[src/u8dv_pkg.sv]
`timescale 1ns / 1ps
`default_nettype none

package u8dv_pkg;

	typedef enum logic [3:0] {
		ST_OK         = 4'd0,
		ST_STRAY_CONT = 4'd1,
		ST_TRUNCATED  = 4'd2,
		ST_CONT_EXP   = 4'd3,
		ST_OVERLONG   = 4'd4,
		ST_SURROGATE  = 4'd5,
		ST_BAD_LEAD   = 4'd6,
		ST_NULL_IN    = 4'd7,
		ST_NULL_MISS  = 4'd8
	} status_t;

	localparam int unsigned CP_W  = 21;
	localparam int unsigned CNT_W = 32;

	localparam logic [CP_W-1:0]  CP_MIN_2B   = 21'h00080;
	localparam logic [CP_W-1:0]  CP_MIN_3B   = 21'h00800;
	localparam logic [CP_W-1:0]  CP_MIN_4B   = 21'h10000;
	localparam logic [CP_W-1:0]  CP_LIMIT    = 21'h110000;
	localparam logic [CP_W-1:0]  CP_SURR_LO  = 21'h0D800;
	localparam logic [CP_W-1:0]  CP_SURR_HI  = 21'h0DFFF;
	localparam logic [CNT_W-1:0] CNT_MAX     = 32'hFFFF_FFFF;

	localparam logic [7:0] LEAD_2B = 8'hC0;
	localparam logic [7:0] LEAD_3B = 8'hE0;
	localparam logic [7:0] LEAD_4B = 8'hF0;
	localparam logic [7:0] LEAD_BAD = 8'hF8;
	localparam logic [7:0] ASCII_END = 8'h80;
	localparam logic [1:0] CONT_TAG = 2'b10;

	typedef struct packed {
		logic [CP_W-1:0]  partial;
		logic [1:0]       need;
		logic [1:0]       seq_len;
		logic             pend_bad;
		logic             discard;
		logic [CNT_W-1:0] count;
	} dec_state_t;

	typedef struct packed {
		logic [CP_W-1:0]  code_point;
		logic             has_code_point;
		status_t          status;
		logic             done_res;
		logic [CNT_W-1:0] code_point_count;
	} dec_res_t;

endpackage

`default_nettype wire

[src/u8dv_byte_if.sv]
`timescale 1ns / 1ps
`default_nettype none

interface u8dv_byte_if;
	logic       valid;
	logic       ready;
	logic [7:0] byte_value;
	logic       last_byte;

	modport source (output valid, output byte_value, output last_byte, input ready);
	modport sink (input valid, input byte_value, input last_byte, output ready);
endinterface

`default_nettype wire

[src/u8dv_cp_if.sv]
`timescale 1ns / 1ps
`default_nettype none

interface u8dv_cp_if;
	logic        valid;
	logic        ready;
	logic [20:0] code_point;
	logic        has_code_point;
	logic [3:0]  status;
	logic        done_res;
	logic [31:0] code_point_count;

	modport source (output valid, output code_point, output has_code_point, output status,
		output done_res, output code_point_count, input ready);
	modport sink (input valid, input code_point, input has_code_point, input status,
		input done_res, input code_point_count, output ready);
endinterface

`default_nettype wire

[src/u8dv_step.sv]
`timescale 1ns / 1ps
`default_nettype none

module u8dv_step import u8dv_pkg::*; (
	input  dec_state_t cur,
	input  logic [7:0] byte_value,
	input  logic       last_byte,
	input  logic       null_terminated,
	output dec_state_t nxt,
	output logic       emit,
	output dec_res_t   res
);

	logic             is_cont;
	logic             pend_n;
	logic [CP_W-1:0]  part_n;
	logic [1:0]       need_n;
	logic [CNT_W-1:0] cnt_inc;

	assign is_cont = (byte_value[7:6] == CONT_TAG);
	assign pend_n  = cur.pend_bad | ~is_cont;
	assign part_n  = (is_cont && !cur.pend_bad) ? {cur.partial[CP_W-7:0], byte_value[5:0]}
		: cur.partial;
	assign need_n  = cur.need - 2'd1;
	assign cnt_inc = (cur.count == CNT_MAX) ? cur.count : cur.count + 32'd1;

	dec_state_t zero_st;
	assign zero_st = '0;

	logic            do_err;
	status_t         err_code;
	logic            do_pt;
	logic [CP_W-1:0] pt_val;

	always_comb begin
		nxt      = cur;
		do_err   = 1'b0;
		err_code = ST_OK;
		do_pt    = 1'b0;
		pt_val   = '0;
		if (cur.discard) begin
			if (last_byte) begin
				nxt = zero_st;
			end
		end else if (cur.need != 2'd0) begin
			nxt.pend_bad = pend_n;
			nxt.partial  = part_n;
			nxt.need     = need_n;
			if (need_n != 2'd0) begin
				if (last_byte) begin
					do_err   = 1'b1;
					err_code = ST_TRUNCATED;
				end
			end else if (pend_n) begin
				do_err   = 1'b1;
				err_code = ST_CONT_EXP;
			end else begin
				case (cur.seq_len)
					2'd1: begin
						if (part_n < CP_MIN_2B) begin
							do_err   = 1'b1;
							err_code = ST_OVERLONG;
						end
					end
					2'd2: begin
						if (part_n < CP_MIN_3B) begin
							do_err   = 1'b1;
							err_code = ST_OVERLONG;
						end else if (part_n >= CP_SURR_LO && part_n <= CP_SURR_HI) begin
							do_err   = 1'b1;
							err_code = ST_SURROGATE;
						end
					end
					default: begin
						if (part_n < CP_MIN_4B || part_n >= CP_LIMIT) begin
							do_err   = 1'b1;
							err_code = ST_OVERLONG;
						end
					end
				endcase
				if (!do_err) begin
					do_pt  = 1'b1;
					pt_val = part_n;
				end
			end
		end else if (byte_value < ASCII_END) begin
			if (byte_value == 8'd0 && null_terminated && !last_byte) begin
				do_err   = 1'b1;
				err_code = ST_NULL_IN;
			end else begin
				do_pt  = 1'b1;
				pt_val = {13'd0, byte_value};
			end
		end else if (byte_value < LEAD_2B) begin
			do_err   = 1'b1;
			err_code = ST_STRAY_CONT;
		end else if (byte_value >= LEAD_BAD) begin
			do_err   = 1'b1;
			err_code = ST_BAD_LEAD;
		end else if (last_byte) begin
			do_err   = 1'b1;
			err_code = ST_TRUNCATED;
		end else begin
			nxt.pend_bad = 1'b0;
			if (byte_value < LEAD_3B) begin
				nxt.partial = {16'd0, byte_value[4:0]};
				nxt.need    = 2'd1;
				nxt.seq_len = 2'd1;
			end else if (byte_value < LEAD_4B) begin
				nxt.partial = {17'd0, byte_value[3:0]};
				nxt.need    = 2'd2;
				nxt.seq_len = 2'd2;
			end else begin
				nxt.partial = {18'd0, byte_value[2:0]};
				nxt.need    = 2'd3;
				nxt.seq_len = 2'd3;
			end
		end

		res  = '0;
		emit = do_err | do_pt;
		if (do_err) begin
			res.status           = err_code;
			res.done_res         = 1'b1;
			res.code_point_count = cur.count;
			nxt                  = zero_st;
			nxt.discard          = ~last_byte;
		end else if (do_pt) begin
			res.code_point       = pt_val;
			res.has_code_point   = 1'b1;
			res.status           = (last_byte && null_terminated && pt_val != '0)
				? ST_NULL_MISS : ST_OK;
			res.done_res         = last_byte;
			res.code_point_count = cnt_inc;
			nxt                  = zero_st;
			if (!last_byte) begin
				nxt.count = cnt_inc;
			end
		end
	end

endmodule

`default_nettype wire

[src/utf8_decoder_validator.sv]
`timescale 1ns / 1ps
`default_nettype none

// UTF-8 to code point decoder with validation. One source byte is taken per
// cycle with no bubbles while the output register is empty or being read: a
// byte lands in an input register, is decoded combinationally against the
// sequence state and its result, if any, is written to an output register; a
// result thus goes through the input register, then the output register.
// The input side keeps accepting while the output register holds a result that
// has not been taken, as long as that result is taken in the same cycle. Bytes
// that only extend a sequence, and bytes dropped after an error, give no result.
// Write null_terminated only while no byte is in flight.

module utf8_decoder_validator import u8dv_pkg::*; (
	input  logic             clk,
	input  logic             arst_n,
	input  logic             cfg_we,
	input  logic             cfg_wdata,
	u8dv_byte_if.sink        utf8,
	u8dv_cp_if.source        utf32
);

	logic       null_term_q;
	logic       valid_s1;
	logic [7:0] byte_s1;
	logic       last_s1;
	dec_state_t state_q;
	dec_state_t state_nxt;
	logic       emit;
	dec_res_t   res;
	logic       out_valid_q;
	dec_res_t   out_q;
	logic       advance;

	assign advance    = valid_s1 && (!out_valid_q || utf32.ready);
	assign utf8.ready = !valid_s1 || advance;

	always_ff @(posedge clk or negedge arst_n) begin
		if (!arst_n) begin
			null_term_q <= 1'b0;
		end else if (cfg_we) begin
			null_term_q <= cfg_wdata;
		end
	end

	always_ff @(posedge clk or negedge arst_n) begin
		if (!arst_n) begin
			valid_s1 <= 1'b0;
		end else if (utf8.ready) begin
			valid_s1 <= utf8.valid;
		end
	end

	always_ff @(posedge clk) begin
		if (utf8.valid && utf8.ready) begin
			byte_s1 <= utf8.byte_value;
			last_s1 <= utf8.last_byte;
		end
	end

	u8dv_step u_step (
		.cur             (state_q),
		.byte_value      (byte_s1),
		.last_byte       (last_s1),
		.null_terminated (null_term_q),
		.nxt             (state_nxt),
		.emit            (emit),
		.res             (res)
	);

	always_ff @(posedge clk or negedge arst_n) begin
		if (!arst_n) begin
			state_q <= '0;
		end else if (advance) begin
			state_q <= state_nxt;
		end
	end

	always_ff @(posedge clk or negedge arst_n) begin
		if (!arst_n) begin
			out_valid_q <= 1'b0;
		end else if (advance && emit) begin
			out_valid_q <= 1'b1;
		end else if (utf32.ready) begin
			out_valid_q <= 1'b0;
		end
	end

	always_ff @(posedge clk) begin
		if (advance && emit) begin
			out_q <= res;
		end
	end

	assign utf32.valid            = out_valid_q;
	assign utf32.code_point       = out_q.code_point;
	assign utf32.has_code_point   = out_q.has_code_point;
	assign utf32.status           = out_q.status;
	assign utf32.done_res         = out_q.done_res;
	assign utf32.code_point_count = out_q.code_point_count;

`ifndef SYNTHESIS
	a_err_done: assert property (@(posedge clk) disable iff (!arst_n)
		utf32.valid && !utf32.has_code_point |-> utf32.done_res)
		else $error("error word without done");

	a_cp_range: assert property (@(posedge clk) disable iff (!arst_n)
		utf32.valid && utf32.has_code_point |->
		(utf32.code_point < CP_LIMIT) &&
		!(utf32.code_point >= CP_SURR_LO && utf32.code_point <= CP_SURR_HI))
		else $error("code point out of range or surrogate");

	a_discard_clean: assert property (@(posedge clk) disable iff (!arst_n)
		state_q.discard |-> (state_q.need == 2'd0) && (state_q.count == '0))
		else $error("discard with live sequence state");

	a_stall_cause: assert property (@(posedge clk) disable iff (!arst_n)
		!utf8.ready |-> valid_s1 && out_valid_q && !utf32.ready)
		else $error("input stalled without full output");
`endif

endmodule

`default_nettype wire

[src/flat_wrapper.sv]
// flat-port wrapper written by rule: the top's interface ports become plain ports
module utf8_decoder_validator_flat import u8dv_pkg::*;
  (clk, arst_n, cfg_we, cfg_wdata, utf8_valid, utf8_byte_value, utf8_last_byte, utf8_ready, utf32_valid, utf32_code_point, utf32_has_code_point, utf32_status, utf32_done_res, utf32_code_point_count, utf32_ready);
  u8dv_byte_if utf8_i ();
  u8dv_cp_if utf32_i ();
  input  logic clk;
  input  logic arst_n;
  input  logic cfg_we;
  input  logic cfg_wdata;
  input wire logic [$bits(utf8_i.valid)-1:0] utf8_valid;
  input wire logic [$bits(utf8_i.byte_value)-1:0] utf8_byte_value;
  input wire logic [$bits(utf8_i.last_byte)-1:0] utf8_last_byte;
  output wire logic [$bits(utf8_i.ready)-1:0] utf8_ready;
  output wire logic [$bits(utf32_i.valid)-1:0] utf32_valid;
  output wire logic [$bits(utf32_i.code_point)-1:0] utf32_code_point;
  output wire logic [$bits(utf32_i.has_code_point)-1:0] utf32_has_code_point;
  output wire logic [$bits(utf32_i.status)-1:0] utf32_status;
  output wire logic [$bits(utf32_i.done_res)-1:0] utf32_done_res;
  output wire logic [$bits(utf32_i.code_point_count)-1:0] utf32_code_point_count;
  input wire logic [$bits(utf32_i.ready)-1:0] utf32_ready;
  assign utf8_i.valid = utf8_valid;
  assign utf8_i.byte_value = utf8_byte_value;
  assign utf8_i.last_byte = utf8_last_byte;
  assign utf8_ready = utf8_i.ready;
  assign utf32_valid = utf32_i.valid;
  assign utf32_code_point = utf32_i.code_point;
  assign utf32_has_code_point = utf32_i.has_code_point;
  assign utf32_status = utf32_i.status;
  assign utf32_done_res = utf32_i.done_res;
  assign utf32_code_point_count = utf32_i.code_point_count;
  assign utf32_i.ready = utf32_ready;
  utf8_decoder_validator u_core (.clk(clk), .arst_n(arst_n), .cfg_we(cfg_we), .cfg_wdata(cfg_wdata), .utf8(utf8_i), .utf32(utf32_i));
endmodule
[config.mk]
export PLATFORM = sky130hd
export DESIGN_NAME = utf8_decoder_validator_flat
export DESIGN_NICKNAME = d
export VERILOG_FILES = /design/src/u8dv_pkg.sv /design/src/u8dv_byte_if.sv /design/src/u8dv_cp_if.sv /design/src/u8dv_step.sv /design/src/utf8_decoder_validator.sv /design/src/flat_wrapper.sv
export SDC_FILE = /design/constraint.sdc
export NUM_CORES = 1
export LEC_CHECK = 0
export BUFFER_PORTS_ARGS = -buffer_cell sky130_fd_sc_hd__buf_4
export CORE_ASPECT_RATIO = 0.75
export CORE_MARGIN = 5
export CORE_UTILIZATION = 35
export CTS_CLUSTER_DIAMETER = 40
export DETAILED_ROUTE_END_ITERATION = 12
export MAX_ROUTING_LAYER = met4
export SYNTH_ARGS = -nofsm -noshare
export SYNTH_HDL_FRONTEND = slang
export SYNTH_HIERARCHICAL = 1
export SYNTH_SLANG_ARGS = --single-unit
[constraint.sdc]
create_clock -name clk -period 5.65 [get_ports clk]
set_input_delay 0 -clock clk [delete_from_list [all_inputs] [get_ports clk]]
set_output_delay 0 -clock clk [all_outputs]
set_load 0.1 [all_outputs]
==> qor.yml <==
status: "completed"
critPathLaunchType: "flip-flop"
routed_wirelength_um: 21900
grt_pass1_wl_um: 34800
reg2reg_depth: 8
post-dp-hpwl_um: 14800
area_growth_pct: 19.2
max_freq_ghz: 0.241
cp-endpoint: "u_core/utf32.code_point_count[16]"
yosysWarnings: 6
setup_viol: 0
design.die.area_mm2: 0.0250
hold_viol: 0
grt_max_degree: 63
placed_cells: 1091
nets: 849
finalCritPeriodShare_pct: 73.3
synth_area_per_cell_um2: 10.1
dr.pass1.iters: 7
synthFlopType: "edfxtp_1"
layout_min_cycle_time_ns: 4.14
worst_r2r_startpoint: "u_core/byte_s1[6]"
path_buf_inv: 1
cpPeakStageDelay_ns: 0.74
die_h_um: 138
regToRegSetupSlack_ns: 1.51
clk_latency_ns: 0.42
path_common_cell: "nand2_1"
setup-tns-final_ns: 0
cp-startpoint: "u_core/byte_s1[6]"
drv_slew: 0
root_buffer: "clkbuf_16"
nFillCells: 2094
grt_overflow: 0
dp_slack_ns: 1.61
cts_made_buffers: 17
clock-sinks: 130
crit_cells: 8
drt-wirelength-per-cell_um: 19.3
initial_utilization_pct: 35.2
multiInputGateArea_mm2: 0.00379
ys_types: 71
drtAntennaViolNets: 0
vias_per_cell: 5.66
rsz0062_at_grt: "false"
syn_nets: 782
regArea_mm2: 0.00359
syn_area_mm2: 0.00768
io_buffers: 75
grt_pass1_vias: 5903
clk_path_buf_depth: 2
final_cells: 1138
dpl_cell_area_mm2: 0.00845
cp.required_ns: 5.76
synth_area_leaders: "edfxtp_1 27%, dfrtp_1 20%, mux2_2 7.5%"
fin_skew_ns: 0.00844
post-route-drc-count: 0
rows: 47
worst_pin_slew_ns: 1.26
cp_max_fo: 36
antenna_cells: 0
clkTransAtPathRegs_ns: 0.06
cts_tree: "yes"
rr_endpoint: "u_core/utf32.code_point_count[16]"
vdd_drop_max_mv: 0.227
crit_slowest_cell: "nor3b_2"
gp_congestion: 0.941
cts.htree.levels: 4
synth_top_area_share_pct: 26.6
netlist_instances: 764
critPathArrivalTime_ns: 4.25
postLayoutCoreUtil_pct: 42.0
min_path_type: "input pin to async pin"
ioPinCount: 76
fp.dieW_um: 181
slew_headroom_pct: 16.3
drive_above_1_share_pct: 23.1
dr_total_vias: 6436
yosysSeqAreaShare_pct: 46.8
track_usage_pct: 17.8
antenna_found_initial: 0
cp-end-kind: "flip-flop"
yosysTopAreaCell: "edfxtp_1"
ys_ff_latch: 130
synth_edf_count: 68
maxCapViolations: 0
crit_chain: "nor3b_2 -> nand2_1 -> a41oi_1 -> o2111ai_1 -> a21oi_1 -> nand2_1 -> nor2_4 -> buf_12"
p_leak_nw: 3.70
critical_path.top_delay_family: "simple AND/OR/NAND/NOR gates"
core_area_mm2: 0.0218
cts.repair.resized: 0
drtIter0Drc: 686
p_per_area_mw_per_mm2: 407
postLayoutCellArea_mm2: 0.00916
finalWorstSetupSlack_ns: 1.51
worstSetupPathType: "flip-flop to flip-flop"
async_reset_ff_share_pct: 47.7
[power by group]
group          internal (W)  switching (W)  total, W
sequential          0.00115      0.0000775   0.00123
clock              0.000645       0.000408   0.00105
combinational      0.000290        0.00116   0.00145
total               0.00208        0.00164   0.00373
[Yosys cell counts, drive strengths merged (3+ instances only)]
master,n
clkbuf,27
nand2,94
or2,7
xor2,4
or4,4
o211ai,7
edfxtp,68
nand2b,5
o21ai,27
or3,8
a31oi,3
a22o,6
nor3,21
a32o,3
and3,23
o31ai,8
a22oi,18
buf,22
a32oi,4
inv,19
ha,3
xnor2,5
o22ai,4
o2111a,3
o2bb2ai,7
nor2,72
a221o,22
nor4,9
nor2b,4
a21oi,48
dfrtp,62
nand4,14
and4,7
and2,9
a21o,12
nand3,21
mux2,62
mux2i,3
[cells in the final DEF, fill, tap and decap left out, types with 9 or more instances in the layout]
| cell | Yosys | routed |
|---|---|---|
| nand4_1 | 14 | 14 |
| mux2_2 | 51 | 51 |
| dfrtp_1 | 62 | 62 |
| inv_1 | 18 | 18 |
| buf_4 | 4 | 81 |
| clkbuf_16 | 0 | 17 |
| o21ai_0 | 26 | 26 |
| nand2_1 | 93 | 93 |
| and3_1 | 23 | 23 |
| and2_1 | 9 | 9 |
| a221o_1 | 22 | 22 |
| a22oi_1 | 18 | 18 |
| edfxtp_1 | 68 | 68 |
| a21oi_1 | 47 | 47 |
| a21o_1 | 12 | 12 |
| nor3_1 | 20 | 20 |
| dlygate4sd3_1 | 0 | 15 |
| mux2_4 | 11 | 11 |
| nand3_1 | 21 | 21 |
| nor2_1 | 70 | 69 |
[cells by family after synthesis]
kind of cell | share of synthesized area [%]
simple gates | 19.9
compound gates | 17.8
flops | 46.8
buf+inv | 4.04
mux | 10.0
xor+xnor | 1.03
fa+ha+maj | 0.489
[state kept, by name (all words and copies together) (netlist names)]
| register | flops |
|---|---|
| u_core/utf32.code_point_count | 32 |
| u_core/null_term_q | 1 |
| u_core/state_q | 59 |
| u_core/byte_s1 | 8 |
| u_core/last_s1 | 1 |
| u_core/utf32.valid | 1 |
| u_core/utf32.has_code_point | 1 |
| u_core/utf32.code_point | 21 |
| u_core/utf32.status | 4 |
| u_core/utf32.done_res | 1 |
| u_core/valid_s1 | 1 |
[worst min-delay path by stage]
stage / startpoint / to / slack, ns / depth (start not counted)
after global routing: utf8_byte_value[2] / u_core/byte_s1[2] / 0.30 / 2
after floorplan: arst_n / u_core/null_term_q / -0.30 / 0
after global placement: utf8_byte_value[2] / u_core/byte_s1[2] / 0.18 / 1
after detailed placement: utf8_byte_value[3] / u_core/byte_s1[3] / 0.18 / 1
final: arst_n / u_core/state_q[39] / 0.25 / 2
after CTS: arst_n / u_core/state_q[40] / 0.27 / 2
[repair_timing]
item,CTS,global route
hold buffers,15,0
setup buffers,0,0
endpoints found under the hold margin,74,0
[through the flow]
stage	hold slack, ns	power (W)
after floorplan	-0.296	0.00233
after global placement	0.180	0.00268
after detailed placement	0.182	0.00267
after CTS	0.269	0.00376
after global routing	0.296	0.00386
final	0.246	0.00373
[per-layer routing]
layer	up-vias	wire length (um)	global-route usage [%]
met5	-	0	-
met1	3114	11700	29.3
met2	297	8530	22.2
li1	3007	-	-
met4	0	233	4.42
met3	18	1500	2.70
[final cells by class]
type / count / area share, %
Multi-Input combinational cell: 566 / 41.4
Sequential cell: 130 / 39.2
Timing Repair Buffer: 97 / 8.50
Clock buffer: 22 / 4.85
Tap cell: 294 / 4.02
Clock inverter: 10 / 1.22
Inverter: 19 / 0.779
No activity file was read; power rests on OpenSTA's default activity.
